--- src/rtl/adshr_pkg.sv ---
// ---------------------------------------------------------------------------
// adshr_pkg
// Shared types, register codes and constants of the envelope evaluator.
// ---------------------------------------------------------------------------
package adshr_pkg;

    localparam int TIME_W  = 32;              // Q16.16 time and durations
    localparam int LEVEL_W = 24;              // signed Q8.16 levels
    localparam int PHASE_W = 3;
    localparam int FRAC_W  = 16;
    localparam int QUO_W   = FRAC_W + 1;      // alpha runs from 0 to 65536 in a sloped phase
    localparam int REM_W   = TIME_W + 1;
    localparam int DIFF_W  = LEVEL_W + 1;
    localparam int PROD_W  = DIFF_W + QUO_W + 1;
    localparam int SUM2_W  = TIME_W + 1;
    localparam int SUM4_W  = TIME_W + 2;
    localparam int IDX_W   = 3;

    typedef enum logic [IDX_W-1:0] {
        CFG_BASE_LEVEL    = 3'd0,
        CFG_PEAK_LEVEL    = 3'd1,
        CFG_ATTACK_TIME   = 3'd2,
        CFG_DECAY_TIME    = 3'd3,
        CFG_SUSTAIN_LEVEL = 3'd4,
        CFG_HOLD_TIME     = 3'd5,
        CFG_RELEASE_TIME  = 3'd6
    } t_cfg_idx;

    localparam logic [PHASE_W-1:0] PH_OUTSIDE = 3'd0;
    localparam logic [PHASE_W-1:0] PH_ATTACK  = 3'd1;
    localparam logic [PHASE_W-1:0] PH_DECAY   = 3'd2;
    localparam logic [PHASE_W-1:0] PH_HOLD    = 3'd3;
    localparam logic [PHASE_W-1:0] PH_RELEASE = 3'd4;

    localparam logic [LEVEL_W-1:0] RST_BASE_LEVEL    = 24'd0;
    localparam logic [LEVEL_W-1:0] RST_PEAK_LEVEL    = 24'd65536;
    localparam logic [TIME_W-1:0]  RST_ATTACK_TIME   = 32'd65536;
    localparam logic [TIME_W-1:0]  RST_DECAY_TIME    = 32'd0;
    localparam logic [LEVEL_W-1:0] RST_SUSTAIN_LEVEL = 24'd65536;
    localparam logic [TIME_W-1:0]  RST_HOLD_TIME     = 32'd65536;
    localparam logic [TIME_W-1:0]  RST_RELEASE_TIME  = 32'd65536;

    // Programmed values plus the running phase end times.
    typedef struct packed {
        logic [LEVEL_W-1:0] base_level;
        logic [LEVEL_W-1:0] peak_level;
        logic [LEVEL_W-1:0] sustain_level;
        logic [TIME_W-1:0]  attack_time;
        logic [TIME_W-1:0]  decay_time;
        logic [TIME_W-1:0]  release_time;
        logic [SUM2_W-1:0]  end_decay;
        logic [SUM4_W-1:0]  end_hold;
        logic [SUM4_W-1:0]  total;
    } t_cfg;

    // What one division cell hands to its neighbor.
    typedef struct packed {
        logic [REM_W-1:0]   rem;
        logic [TIME_W-1:0]  len;
        logic [QUO_W-1:0]   quo;
        logic [LEVEL_W-1:0] a;
        logic [LEVEL_W-1:0] b;
        logic [PHASE_W-1:0] phase;
    } t_cell;

endpackage

--- src/rtl/adshr_scale.sv ---
// ---------------------------------------------------------------------------
// adshr_scale
// Interpolation back end: multiplies (b - a) by alpha, then adds a.
// ---------------------------------------------------------------------------
module adshr_scale (
    input  logic                                i_clk,
    input  logic                                i_rst_n,
    input  logic                                i_valid,
    output logic                                o_ready,
    input  adshr_pkg::t_cell                    i_data,
    output logic                                o_valid,
    input  logic                                i_ready,
    output logic [adshr_pkg::LEVEL_W-1:0]       o_level,
    output logic [adshr_pkg::PHASE_W-1:0]       o_phase
);

    logic                                   r_mul_valid;
    logic signed [adshr_pkg::PROD_W-1:0]    r_prod;
    logic [adshr_pkg::LEVEL_W-1:0]          r_mul_a;
    logic [adshr_pkg::PHASE_W-1:0]          r_mul_phase;
    logic                                   r_out_valid;
    logic [adshr_pkg::LEVEL_W-1:0]          r_level;
    logic [adshr_pkg::PHASE_W-1:0]          r_phase;
    logic                                   w_mul_ready;
    logic                                   w_out_ready;
    logic signed [adshr_pkg::DIFF_W-1:0]    w_diff;
    logic signed [adshr_pkg::QUO_W:0]       w_alpha;

    assign w_out_ready = !r_out_valid || i_ready;
    assign w_mul_ready = !r_mul_valid || w_out_ready;
    assign o_ready     = w_mul_ready;

    assign w_diff  = $signed({i_data.b[adshr_pkg::LEVEL_W-1], i_data.b})
                   - $signed({i_data.a[adshr_pkg::LEVEL_W-1], i_data.a});
    assign w_alpha = $signed({1'b0, i_data.quo});

    always_ff @(posedge i_clk) begin
        if (!i_rst_n) begin
            r_mul_valid <= 1'b0;
            r_out_valid <= 1'b0;
        end else begin
            if (w_mul_ready) begin
                r_mul_valid <= i_valid;
            end
            if (w_out_ready) begin
                r_out_valid <= r_mul_valid;
            end
        end
    end

    always_ff @(posedge i_clk) begin
        if (w_mul_ready && i_valid) begin
            r_prod      <= adshr_pkg::PROD_W'(w_diff * w_alpha);
            r_mul_a     <= i_data.a;
            r_mul_phase <= i_data.phase;
        end
        // The bits above FRAC_W are floor(prod / 2^16); only the low
        // LEVEL_W bits of the sum survive.
        if (w_out_ready && r_mul_valid) begin
            r_level <= r_mul_a
                     + r_prod[adshr_pkg::FRAC_W +: adshr_pkg::LEVEL_W];
            r_phase <= r_mul_phase;
        end
    end

    assign o_valid = r_out_valid;
    assign o_level = r_level;
    assign o_phase = r_phase;

endmodule

--- config.mk ---
export PLATFORM = sky130hd
export DESIGN_NAME = adshr_scale
export DESIGN_NICKNAME = d
export VERILOG_FILES = /design/src/rtl/adshr_pkg.sv /design/src/rtl/adshr_scale.sv
export SDC_FILE = /design/constraint.sdc
export NUM_CORES = 1
export LEC_CHECK = 0
export BUFFER_PORTS_ARGS = -buffer_cell sky130_fd_sc_hd__buf_2
export CORE_ASPECT_RATIO = 1.5
export CORE_MARGIN = 10
export CORE_UTILIZATION = 45
export CTS_CLUSTER_DIAMETER = 50
export DETAILED_ROUTE_END_ITERATION = 10
export GPL_ROUTABILITY_DRIVEN = 1
export SKIP_CTS_REPAIR_TIMING = 1
export SYNTH_ARGS = -nofsm -noshare
export SYNTH_HDL_FRONTEND = slang
export SYNTH_SLANG_ARGS = --single-unit
--- constraint.sdc ---
create_clock -name i_clk -period 11.1 [get_ports i_clk]
set_clock_uncertainty 0.1 [all_clocks]
set_input_delay 0.555 -clock i_clk [delete_from_list [all_inputs] [get_ports i_clk]]
set_output_delay 0.555 -clock i_clk [all_outputs]
set_load 0.02 [all_outputs]
Word-level counts from Yosys, hierarchy flattened --
Index checks and enable logic that the tools add are counted.
Storage, ports and cells: latch bits 0, register bits after elaboration 96, memories 0, input bits 137, word-level logic and storage cells 16, bits in read-only memories 0, output and inout port bits 29, RAM bits 0
Operators by class: shift operators 0, $lt $le $gt $ge 0, multipliers 1, eq/ne operators 0, $add $sub $neg 2, bitwise operators 0, divide/modulo/power cells 0, multiplexer cells 0, reductions and logical operators 6
Operator list (count):
- 25-bit by 18-bit multiplier with 40-bit output | 1
- 24-bit by 24-bit subtractor with 25-bit output | 1
- 24-bit adder | 1
- 1-bit logical AND | 2
- 1-bit logical NOT | 2
- 1-bit logical OR | 2

Depth between registers and ports, before layout --
Gate-level depths: netlist of run 1.
depth after elaboration 4, gate-level depth with buffers 35, gate-level depth less buffers 34

Worst setup path after synthesis of run 1 --
Ideal clock, no wire load.
kind in2reg, from input port i_data[28] (netlist bit), to register r_prod[38] (netlist bit), data pin, data arrival time 8.005 ns, stages 32, buffers on the path 1, path slack 2.815 ns, cell sequence inv_1 > ha_1 > nor2b_1 > o21a_1 > o21ai_0 > a21oi_1 > a31o_2 > a21bo_2 > a21o_1 > a21oi_1 > xnor2_1 > clkbuf_1 > nand2_1 > fa_1 > fa_1 > fa_1 > fa_1 > inv_1 > fa_1 > inv_1 > fa_1 > inv_1 > ha_1 > nand2_1 > o21ai_0 > a21oi_1 > o21ai_1 > a41oi_2 > a2111oi_0 > o21a_1 > o21ai_0 > a221oi_1
Between the ends: longest elaborated chain between the ends 2
Ends and longest elaborated chain:
- from (decl) | RTL line adshr_scale.sv:10 | input adshr_pkg::t_cell i_data,
- 24-bit by 24-bit subtractor with 25-bit output | RTL line adshr_scale.sv:34 | - $signed({i_data.a[adshr_pkg::LEVEL_W-1], i_data.a});
- 25-bit by 18-bit multiplier with 40-bit output | RTL line adshr_scale.sv:53 | r_prod <= adshr_pkg::PROD_W'(w_diff * w_alpha);
- to (signal assigned) | RTL line adshr_scale.sv:53
- to (decl) | RTL line adshr_scale.sv:18 | logic signed [adshr_pkg::PROD_W-1:0] r_prod;
Every way passes these cells. A chain may end at the register's enable or synchronous reset.

Final worst setup path of run 1 --
from input port i_data[3] (netlist bit), to register r_prod[39] (netlist bit), data pin
Same word-level chain as after synthesis.

==> results.txt, run 1 <==
----------------------------------------------------
[Outcome]
  Status ... finished clean

[Global routing]
  Via count of the first global-routing pass ... 15300
  Pin count of the biggest net entering global routing ... 52
  Overflow left after global routing ... 0
  Total Routing Usage GR ... a little under a fifth
  Number of antenna violations at the first check in global routing ... 5
  Wire length of the first global-routing pass ... 78100 um

[Synthesis]
  Cell types with the highest counts after synthesis ... sky130_fd_sc_hd__inv_1 (514), sky130_fd_sc_hd__fa_1 (396), sky130_fd_sc_hd__nand2_1 (280)
  Count of different cell masters after synthesis ... 64
  Share of synthesized registers carrying an async set or reset ... 0%
  Average footprint of a synthesized cell ... ~9.2 um2
  Area contributors post-synth ... sky130_fd_sc_hd__fa_1 (41%), sky130_fd_sc_hd__edfxtp_1 (12%), sky130_fd_sc_hd__inv_1 (9.9%)
  EDFF count, synth ... 78
  Yosys warnings ... 0
  Synthesized netlist net count ... 2791
  Proportion of netlist area held by the largest area contributor ... 40.6%
  Library cell with the highest instance count after synthesis ... sky130_fd_sc_hd__inv_1
  Number of register bits inferred by synthesis ... 80
  Post-synthesis sequential area ratio ... 12.2%
  Instance count of the mapped netlist ... 2117
  Netlist Area Pre-Place ... slightly below 20000 um2
  Top flip-flop cell by instance count after synthesis ... sky130_fd_sc_hd__edfxtp_1
  Area leader, netlist ... sky130_fd_sc_hd__fa_1

[Worst setup path]
  Signal arrival time at the worst endpoint ... 9.33 ns
  Req. time, crit path ... 11.10 ns
  Worst-case register-to-register setup slack ... between 7 and 8 ns
  Critical setup path kind ... primary input to flop
  Largest incremental delay on the critical path ... ~0.85 ns
  Master of the slowest instance on the critical path ... sky130_fd_sc_hd__xnor2_1
  Cell with the most instances on the worst path ... sky130_fd_sc_hd__fa_1
  Worst Setup End Kind ... flop
  Sort of element at the start of the critical path ... primary input
  Maximum fanout encountered on the critical timing path ... 8

[Clock tree]
  Maximum number of buffers from clock root to sink ... 2
  H-tree Lvls ... 3
  Clock tree from TritonCTS ... done
  Latest clock arrival within the worst-skew pair ... between 0.3 and 0.4 ns
  Clock transition time at the flip-flop clock pins of the worst setup and hold paths ... 0.07 ns
  Number of buffers created by CTS ... 9
  Clk sink count ... 80
  CTS Root Buffer Type ... sky130_fd_sc_hd__clkbuf_16

[Floorplan]
  Die height ... 275 um
  Effective utilization at floorplan ... between 40% and 50%
  Horiz. Die Dim ... approximately 190 um
  Core ar. ... between 40000 and 50000 um2
  Die area ... between 50000 and 60000 um2
  Total number of placement rows ... between 90 and 100
  Number of I/O pins ... about 170

[Route]
  Count of unresolved DRC violations after routing ... 0
  DRT antenna net count ... 0
  Total vias in the final route ... between 10000 and 15000
  Vias per cell ... just over 5
  Pre-Repair DR Iteration Count ... 5
  DRT Wirelength ... 46500 um
  Violation count after the first detailed-route iteration ... 653
  Average wire per cell in the routed design ... approximately 17 um

[STA]
  Maximum clock frequency ... 107 MHz
  Period Utilization, post-route ... 84.1%
  Hold Violations, Final ... 0
  Count of pins over their slew limit ... 0
  Remaining max-slew budget at the tightest pin ... around a fifth
  Total Negative Setup Slacks ... 0 ns
  Worst Tran Pin Value ... 1.20 ns
  Clock period minus worst slack ... 9.33 ns
  RSZ-0062 raised after global routing ... no
  Final setup violating endpoints ... 0

[Run]
  Number of max-capacitance violations reported ... 0

[Finish]
  Count of filler cells inserted in the layout ... roughly 4100
  Synth-to-layout area growth ... 7.69%
  Nets@finish ... 2857
  Fraction of layout cells with a size suffix above 1 ... roughly 8.2%

[Placement]
  Routability-driven placement congestion ratio ... between 0.8 and 0.9
  DP HPWL ... between 30000 and 40000 um
  Count of port buffers added during placement ... 100

[Min path]
  Worst hold path type ... primary input to flop

----------------------------------------------------
[worst max-delay path: cells and delay by family]
family          cells  cell delay (ns)
fa+ha+maj           8             3.58
compound gates     10             2.80
buf+inv             6             0.50
xor+xnor            2             0.95
simple gates        7             0.91
[per-stage QoR]
stage | hold WS, ns | util [%] | std cells | area (um2) | setup slack (ns)
after detailed placement | 0.305 | 48.3 | 2742 | 20700 | 1.29
after floorplan | 0.300 | - | 2117 | 19500 | 2.81
final | 0.274 | 49.0 | 2759 | 21000 | 1.77
after global routing | 0.269 | 49.0 | 2759 | 21000 | 1.26
after CTS | 0.264 | 49.0 | 2758 | 21000 | 1.63
after global placement | 0.303 | 48.3 | 2742 | 20700 | 1.42
[logic make-up (layout without fill, tap and decap cells)]
| kind of cell | after synthesis | after routing | share of synthesized area, % |
|---|---|---|---|
| multiplexers | 2 | 2 | 0.109 |
| adder cells (fa/ha/maj) | 537 | 537 | 49.6 |
| buffers and inverters | 595 | 666 | 11.5 |
| flip-flops | 80 | 80 | 12.2 |
| AO/OA/AOI/OAI | 189 | 189 | 7.00 |
| AND/OR/NAND/NOR | 643 | 643 | 16.4 |
| XOR/XNOR | 71 | 71 | 3.18 |
| other | 0 | 1 | 0 |
[routing by layer]
layer  part of all wire, %  routed length, um  global-route usage, %  vias up
li1                      -                  -                      -     6554
met1                    40              18400                   21.6     7140
met2                    54              25300                   35.1      263
met3                   4.1               1920                   2.10       47
met4                   1.7                808                   4.52        6
met5                 0.047                 22                      0        -
[layout make-up]
class | instances | area, um2 | area share [%]
inverter | 514 | 1930 | 9.17
tap | 570 | 713 | 3.39
clock inverter | 7 | 55.1 | 0.262
timing repair buffer | 136 | 771 | 3.66
clock buffer | 9 | 225 | 1.07
antenna | 1 | 2.50 | 0.0119
sequential | 80 | 2380 | 11.3
multi-input combinational | 1442 | 15000 | 71.1
[state kept, by name, indices dropped and copies added, names as in the netlist]
signal and count:
o_level 24, o_phase 3, o_valid 1, r_mul_a 24, r_mul_phase 3, r_mul_valid 1
r_prod 24
[path summary, 6_finish.rpt]
path,endpoint,from,cells after the start
worst max-delay path,r_prod[39],i_data[3],33
worst min register to register,o_phase[2],r_mul_phase[2],0
worst min-delay path,r_mul_phase[2],i_data[2],1
worst max register to register,o_level[22],r_prod[16],13
[cell usage in the layout (no fill, tap or decap), types with 17 or more instances in the layout]
cell,count
sky130_fd_sc_hd__inv_1,514
sky130_fd_sc_hd__fa_1,396
sky130_fd_sc_hd__nand2_1,280
sky130_fd_sc_hd__and2_1,173
sky130_fd_sc_hd__ha_1,141
sky130_fd_sc_hd__buf_2,100
sky130_fd_sc_hd__edfxtp_1,78
sky130_fd_sc_hd__nor2b_1,53
sky130_fd_sc_hd__xnor2_1,51
sky130_fd_sc_hd__a21oi_1,49
sky130_fd_sc_hd__nor2_1,49
sky130_fd_sc_hd__buf_4,36
sky130_fd_sc_hd__a21o_1,21
sky130_fd_sc_hd__o211ai_1,19
sky130_fd_sc_hd__o21ai_0,17
sky130_fd_sc_hd__nor4_1,17
Power of run 1 is not shown: default switching activity piles up to over one toggle a cycle in this logic, so the estimate is an artifact.
==> run 2, diff against run 1 <==
Settings changed: PLACE_DENSITY set to 0.65.
Clock period 11.1 ns to 8.5 ns, I/O delays scaled along.
==> run 2 against run 1 <==
Effect of this change:
- cell count up 4.3%
- cell area up 5.1%
- sequential share of layout area down 0.55 points
- global-route usage up 2.0 points
- core utilization up 2.5 points
- non-clock buffer count up 119
- die area unchanged
- critical endpoint is now r_prod[38]
- largest cell class unchanged
==> results.txt, run 2 (same netlist as run 1, synthesis figures left out) <==
----------------------------------------------------
[Floorplan]
  Total number of placement rows ... 93 (unchanged)
  Die height ... 275 um (unchanged)
  Horiz. Die Dim ... 190 um (unchanged)
  Core ar. ... 42900 um2 (unchanged)
  Die area ... 52300 um2 (unchanged)
  Number of I/O pins ... 166 (unchanged)
  Effective utilization at floorplan ... 45.5% (unchanged)

[Finish]
  Commonest cells after routing, fill and taps aside ... sky130_fd_sc_hd__inv_1 (512), sky130_fd_sc_hd__fa_1 (395), sky130_fd_sc_hd__nand2_1 (279) (was sky130_fd_sc_hd__inv_1 (514), sky130_fd_sc_hd__fa_1 (396), sky130_fd_sc_hd__nand2_1 (280))
  Final cell area excluding filler cells ... 22100 um2 (was 21000 um2)
  Utilization after layout ... 51.5% (was 49.0%)
  Commonest non-fill, non-tap cell in the layout ... sky130_fd_sc_hd__inv_1 (unchanged)
  Nets@finish ... 2976 (was 2857)
  Synth-to-layout area growth ... 13.2% (was 7.69%)
  Fraction of layout cells with a size suffix above 1 ... 13.8% (was 8.18%)
  Antenna cell count ... 0 (was 1)
  Count of filler cells inserted in the layout ... 3890 (was 4087)

[Clock tree]
  CTS Root Buffer Type ... sky130_fd_sc_hd__clkbuf_16 (unchanged)
  H-tree Lvls ... 3 (unchanged)
  Clock tree from TritonCTS ... done (unchanged)
  Latest clock arrival within the worst-skew pair ... 0.34 ns (was 0.35 ns)
  Maximum number of buffers from clock root to sink ... 2 (unchanged)
  Clock transition time at the flip-flop clock pins of the worst setup and hold paths ... 0.07 ns (about the same)
  Number of buffers created by CTS ... 9 (unchanged)
  Clk sink count ... 80 (unchanged)

[STA]
  Maximum clock frequency ... ~120 MHz
  Final hold slack ... 0.156 ns (was 0.274 ns)
  Clock period minus worst slack ... a little over 8 ns
  Total Negative Setup Slacks ... 0 ns (unchanged)
  RSZ-0062 raised after global routing ... yes (was no)
  Worst Tran Pin Value ... 0.765 ns (was 1.20 ns)
  Hold Violations, Final ... 0 (unchanged)
  Period Utilization, post-route ... 97.2%
  Remaining max-slew budget at the tightest pin ... 49.0% (was 19.5%)
  Final setup violating endpoints ... 0 (unchanged)
  Count of pins over their slew limit ... 0 (unchanged)

[Placement]
  Total placed instance area ... 21700 um2 (was 20700 um2)
  Count of port buffers added during placement ... 100 (unchanged)
  Routability-driven placement congestion ratio ... 0.891 (was 0.854)
  DP HPWL ... 43100 um (was 39300 um)

[Outcome]
  Status ... finished clean (unchanged)

[Global routing]
  Total Routing Usage GR ... 20.5% (was 18.5%)
  Overflow left after global routing ... 0 (unchanged)
  Pin count of the biggest net entering global routing ... 52 (unchanged)
  Via count of the first global-routing pass ... 16600 (was 15300)
  Wire length of the first global-routing pass ... 84700 um (was 78100 um)
  Number of antenna violations at the first check in global routing ... 0 (was 5)

[Worst setup path]
  Req. time, crit path ... 8.57 ns (was 11.10 ns)
  Master of the slowest instance on the critical path ... sky130_fd_sc_hd__fa_1 (was sky130_fd_sc_hd__xnor2_1)
  Maximum fanout encountered on the critical timing path ... 4 (was 8)
  Signal arrival time at the worst endpoint ... 8.33 ns (was 9.33 ns)
  Sort of element at the start of the critical path ... primary input (unchanged)
  Worst Setup End Kind ... flop (unchanged)
  Critical setup path kind ... primary input to flop (unchanged)
  Cell with the most instances on the worst path ... sky130_fd_sc_hd__fa_1 (unchanged)
  Largest incremental delay on the critical path ... 0.54 ns (was 0.85 ns)

[Route]
  Violation count after the first detailed-route iteration ... 849 (was 653)
  DRT Wirelength ... 52400 um (was 46500 um)
  Vias per cell ... 5.20 (was 5.08)
  Pre-Repair DR Iteration Count ... 7 (was 5)
  Average wire per cell in the routed design ... 18.2 um (was 16.8 um)
  Count of unresolved DRC violations after routing ... 0 (unchanged)
  Total vias in the final route ... 15000 (was 14000)
  DRT antenna net count ... 0 (unchanged)

[Min path]
  Worst hold path type ... primary input to flop (unchanged)

[Run]
  Number of max-capacitance violations reported ... 0 (unchanged)

----------------------------------------------------
run 2: changes by cell type in the layout (fill, tap and decap cells not counted), sizes merged:
cell,previous run,this run
buf,136,255
clkinv,4,1
clkbuf,9,10
clkinvlp,1,2
diode,1,0
inv,516,517
run 2: final timing paths:
check | depth (start not counted) | slack, ns | start | endpoint
worst max register to register | 13 | 4.97 | r_prod[16] | o_level[22]
worst min-delay path | 1 | 0.16 | i_data[2] | r_mul_phase[2]
worst max-delay path | 33 | 0.24 | i_data[34] | r_prod[38]
worst min register to register | 0 | 0.32 | r_mul_phase[1] | o_phase[1]
run 2: critical path, delay by kind of cell:
family,cells,cell delay (ns)
AND/OR/NAND/NOR,5,0.69
buffers and inverters,9,0.94
AO/OA/AOI/OAI,10,2.44
XOR/XNOR,1,0.17
adder cells (fa/ha/maj),8,3.64
run 2: metal layers:
| layer | share of wire, % | track usage [%] |
|---|---|---|
| met3 | 3.5 | 1.67 |
| met1 | 36 | 21.9 |
| met4 | 5.0 | 9.53 |
| met2 | 55 | 39.6 |
| met5 | 0 | 0 |
run 2: metrics by stage:
stage                     setup WS (ns)  std cells
after floorplan                   0.345       2117
after global placement           -0.615       2860
after detailed placement         -0.715       2860
after CTS                        -0.402       2876
after global routing            -0.0877       2877
final                             0.240       2877
run 2: layout make-up:
cell class / instances / area, um2 / area share (%)
clock buffers: 10 / 239 / 1.08
inverters: 514 / 1930 / 8.73
well taps: 570 / 713 / 3.23
repair buffers: 255 / 1750 / 7.92
clock inverters: 6 / 48.8 / 0.221
flip-flops and latches: 80 / 2380 / 10.8
multi-input cells: 1442 / 15000 / 68.0
Power of run 2 is left out for the same reason.
==> run 3, diff against run 2 <==
Settings changed: PLACE_DENSITY 0.65 to unset, REMOVE_ABC_BUFFERS set to 1.
Clock period 8.5 ns to 8.72 ns, I/O delays scaled along.
==> run 3 against run 2 <==
Effect of this change:
- die area unchanged
- critical path depth up 4
- core utilization down 1.3 points
- first-iteration DRC count down 3.4%
- cell count down 2.2%
- sequential share of layout area up 0.28 points
- non-clock buffer count down 67
- via count down 2.4%
- global-route usage down 0.39 points
- cell area down 2.5%
- count of clock-buffer cells in the layout down 1
==> results.txt, run 3 (same netlist as run 1, synthesis figures left out) <==
----------------------------------------------------
[Run]
  Number of max-capacitance violations reported ... 0 (unchanged)

[Clock tree]
  H-tree Lvls ... 3 (unchanged)
  Number of buffers created by CTS ... 9 (unchanged)
  Clock transition time at the flip-flop clock pins of the worst setup and hold paths ... 0.06 ns (was 0.07 ns)
  Clock tree from TritonCTS ... done (unchanged)
  Clk sink count ... 80 (unchanged)
  Maximum number of buffers from clock root to sink ... 2 (unchanged)
  CTS Root Buffer Type ... sky130_fd_sc_hd__clkbuf_16 (unchanged)
  Latest clock arrival within the worst-skew pair ... 0.33 ns (was 0.34 ns)

[Outcome]
  Status ... finished clean (unchanged)

[STA]
  Clock period minus worst slack ... between 8 and 9 ns
  Final worst slack ... 0.327 ns (was 0.240 ns)
  Maximum clock frequency ... about 120 MHz
  Final hold slack ... 0.177 ns (was 0.156 ns)
  Final setup violating endpoints ... 0 (unchanged)
  Count of pins over their slew limit ... 0 (unchanged)
  Period Utilization, post-route ... a little over nine tenths
  Remaining max-slew budget at the tightest pin ... 20.6% (was 49.0%)
  Worst Tran Pin Value ... 1.19 ns (was 0.765 ns)
  Hold Violations, Final ... 0 (unchanged)

[Finish]
  Nets@finish ... 2909 (was 2976)
  Total area of sequential cells ... 2380 um2 (unchanged)
  Final cell area excluding filler cells ... 21500 um2 (was 22100 um2)
  Synth-to-layout area growth ... 10.3% (was 13.2%)
  Count of filler cells inserted in the layout ... 4087 (was 3890)
  Commonest non-fill, non-tap cell in the layout ... sky130_fd_sc_hd__inv_1 (unchanged)
  Commonest cells after routing, fill and taps aside ... sky130_fd_sc_hd__inv_1 (514), sky130_fd_sc_hd__fa_1 (395), sky130_fd_sc_hd__nand2_1 (280) (was sky130_fd_sc_hd__inv_1 (512), sky130_fd_sc_hd__fa_1 (395), sky130_fd_sc_hd__nand2_1 (279))
  Fraction of layout cells with a size suffix above 1 ... 10.4% (was 13.8%)
  Final std cells w/o fill ... 2815 (was 2877)
  Area of the multi-input gates ... 15000 um2 (about the same)

[Floorplan]
  Number of I/O pins ... 166 (unchanged)
  Die height ... 275 um (unchanged)
  Horiz. Die Dim ... 190 um (unchanged)
  Core ar. ... 42900 um2 (unchanged)
  Total number of placement rows ... 93 (unchanged)
  Effective utilization at floorplan ... 45.5% (unchanged)
  Die area ... 52300 um2 (unchanged)

[Worst setup path]
  Largest incremental delay on the critical path ... 0.54 ns (about the same)
  Critical setup path kind ... primary input to flop (unchanged)
  Signal arrival time at the worst endpoint ... 8.44 ns (was 8.33 ns)
  Maximum fanout encountered on the critical timing path ... 3 (was 4)
  Master of the slowest instance on the critical path ... sky130_fd_sc_hd__fa_1 (unchanged)
  Sort of element at the start of the critical path ... primary input (unchanged)
  Req. time, crit path ... 8.77 ns (was 8.57 ns)
  Worst Setup End Kind ... flop (unchanged)

[Placement]
  DP HPWL ... 41600 um (was 43100 um)
  Cells after DPL ... 2794 (was 2860)
  Routability-driven placement congestion ratio ... 0.901 (was 0.891)
  Pre-CTS worst setup slack ... -0.372 ns (was -0.715 ns)
  Total placed instance area ... 21200 um2 (was 21700 um2)
  Count of port buffers added during placement ... 100 (unchanged)

[Global routing]
  Total Routing Usage GR ... 20.1% (was 20.5%)
  Pin count of the biggest net entering global routing ... 52 (unchanged)
  Via count of the first global-routing pass ... 16400 (was 16600)
  Wire length of the first global-routing pass ... 83000 um (was 84700 um)
  Overflow left after global routing ... 0 (unchanged)
  Number of antenna violations at the first check in global routing ... 4 (was 0)

[Route]
  DRT Wirelength ... 50600 um (was 52400 um)
  Total vias in the final route ... 14600 (was 15000)
  Average wire per cell in the routed design ... 18.0 um (was 18.2 um)
  DRT antenna net count ... 0 (unchanged)
  Pre-Repair DR Iteration Count ... 6 (was 7)
  Count of unresolved DRC violations after routing ... 0 (unchanged)
  Violation count after the first detailed-route iteration ... 820 (was 849)
  Vias per cell ... 5.18 (was 5.20)

[Min path]
  Worst hold path type ... primary input to flop (unchanged)

----------------------------------------------------
## run 3: area by class of cell
type / instances / area share (%)
flip-flops and latches: 80 / 11.1
well taps: 570 / 3.31
inverters: 514 / 8.96
multi-input cells: 1442 / 69.5
repair buffers: 188 / 5.74
diodes: 5 / 0.0581
clock buffers: 9 / 1.05
clock inverters: 7 / 0.290
## run 3: worst max-delay path, delay by kind of cell
kind	cells	cell delay, ns
adder cells (fa/ha/maj)	9	3.74
AO/OA/AOI/OAI	14	2.82
buffers and inverters	10	0.97
XOR/XNOR	1	0.13
AND/OR/NAND/NOR	3	0.34
## run 3: worst paths after layout
kind / start / end / slack, ns / cells after the start
max: i_data[3] / r_prod[38] / 0.33 / 37
min reg2reg: r_mul_phase[1] / o_phase[1] / 0.33 / 0
max reg2reg: r_prod[16] / o_level[22] / 5.25 / 13
min: i_data[0] / r_mul_phase[0] / 0.18 / 1
## run 3: through the flow
step | TNS (ns) | util, %
2_1_floorplan | 0 | -
3_3_place_gp | -0.782 | 49.3
6_report | 0 | 50.2
4_1_cts | -0.0631 | 50.0
5_1_grt | -0.00466 | 50.2
3_5_place_dp | -1.12 | 49.3
## run 3: layer usage
metal	wire (um)	GRT usage [%]
met5	0	0
met2	29200	40.2
met4	2450	9.09
met1	17600	20.5
met3	1310	1.57
Power of run 3 is left out for the same reason.
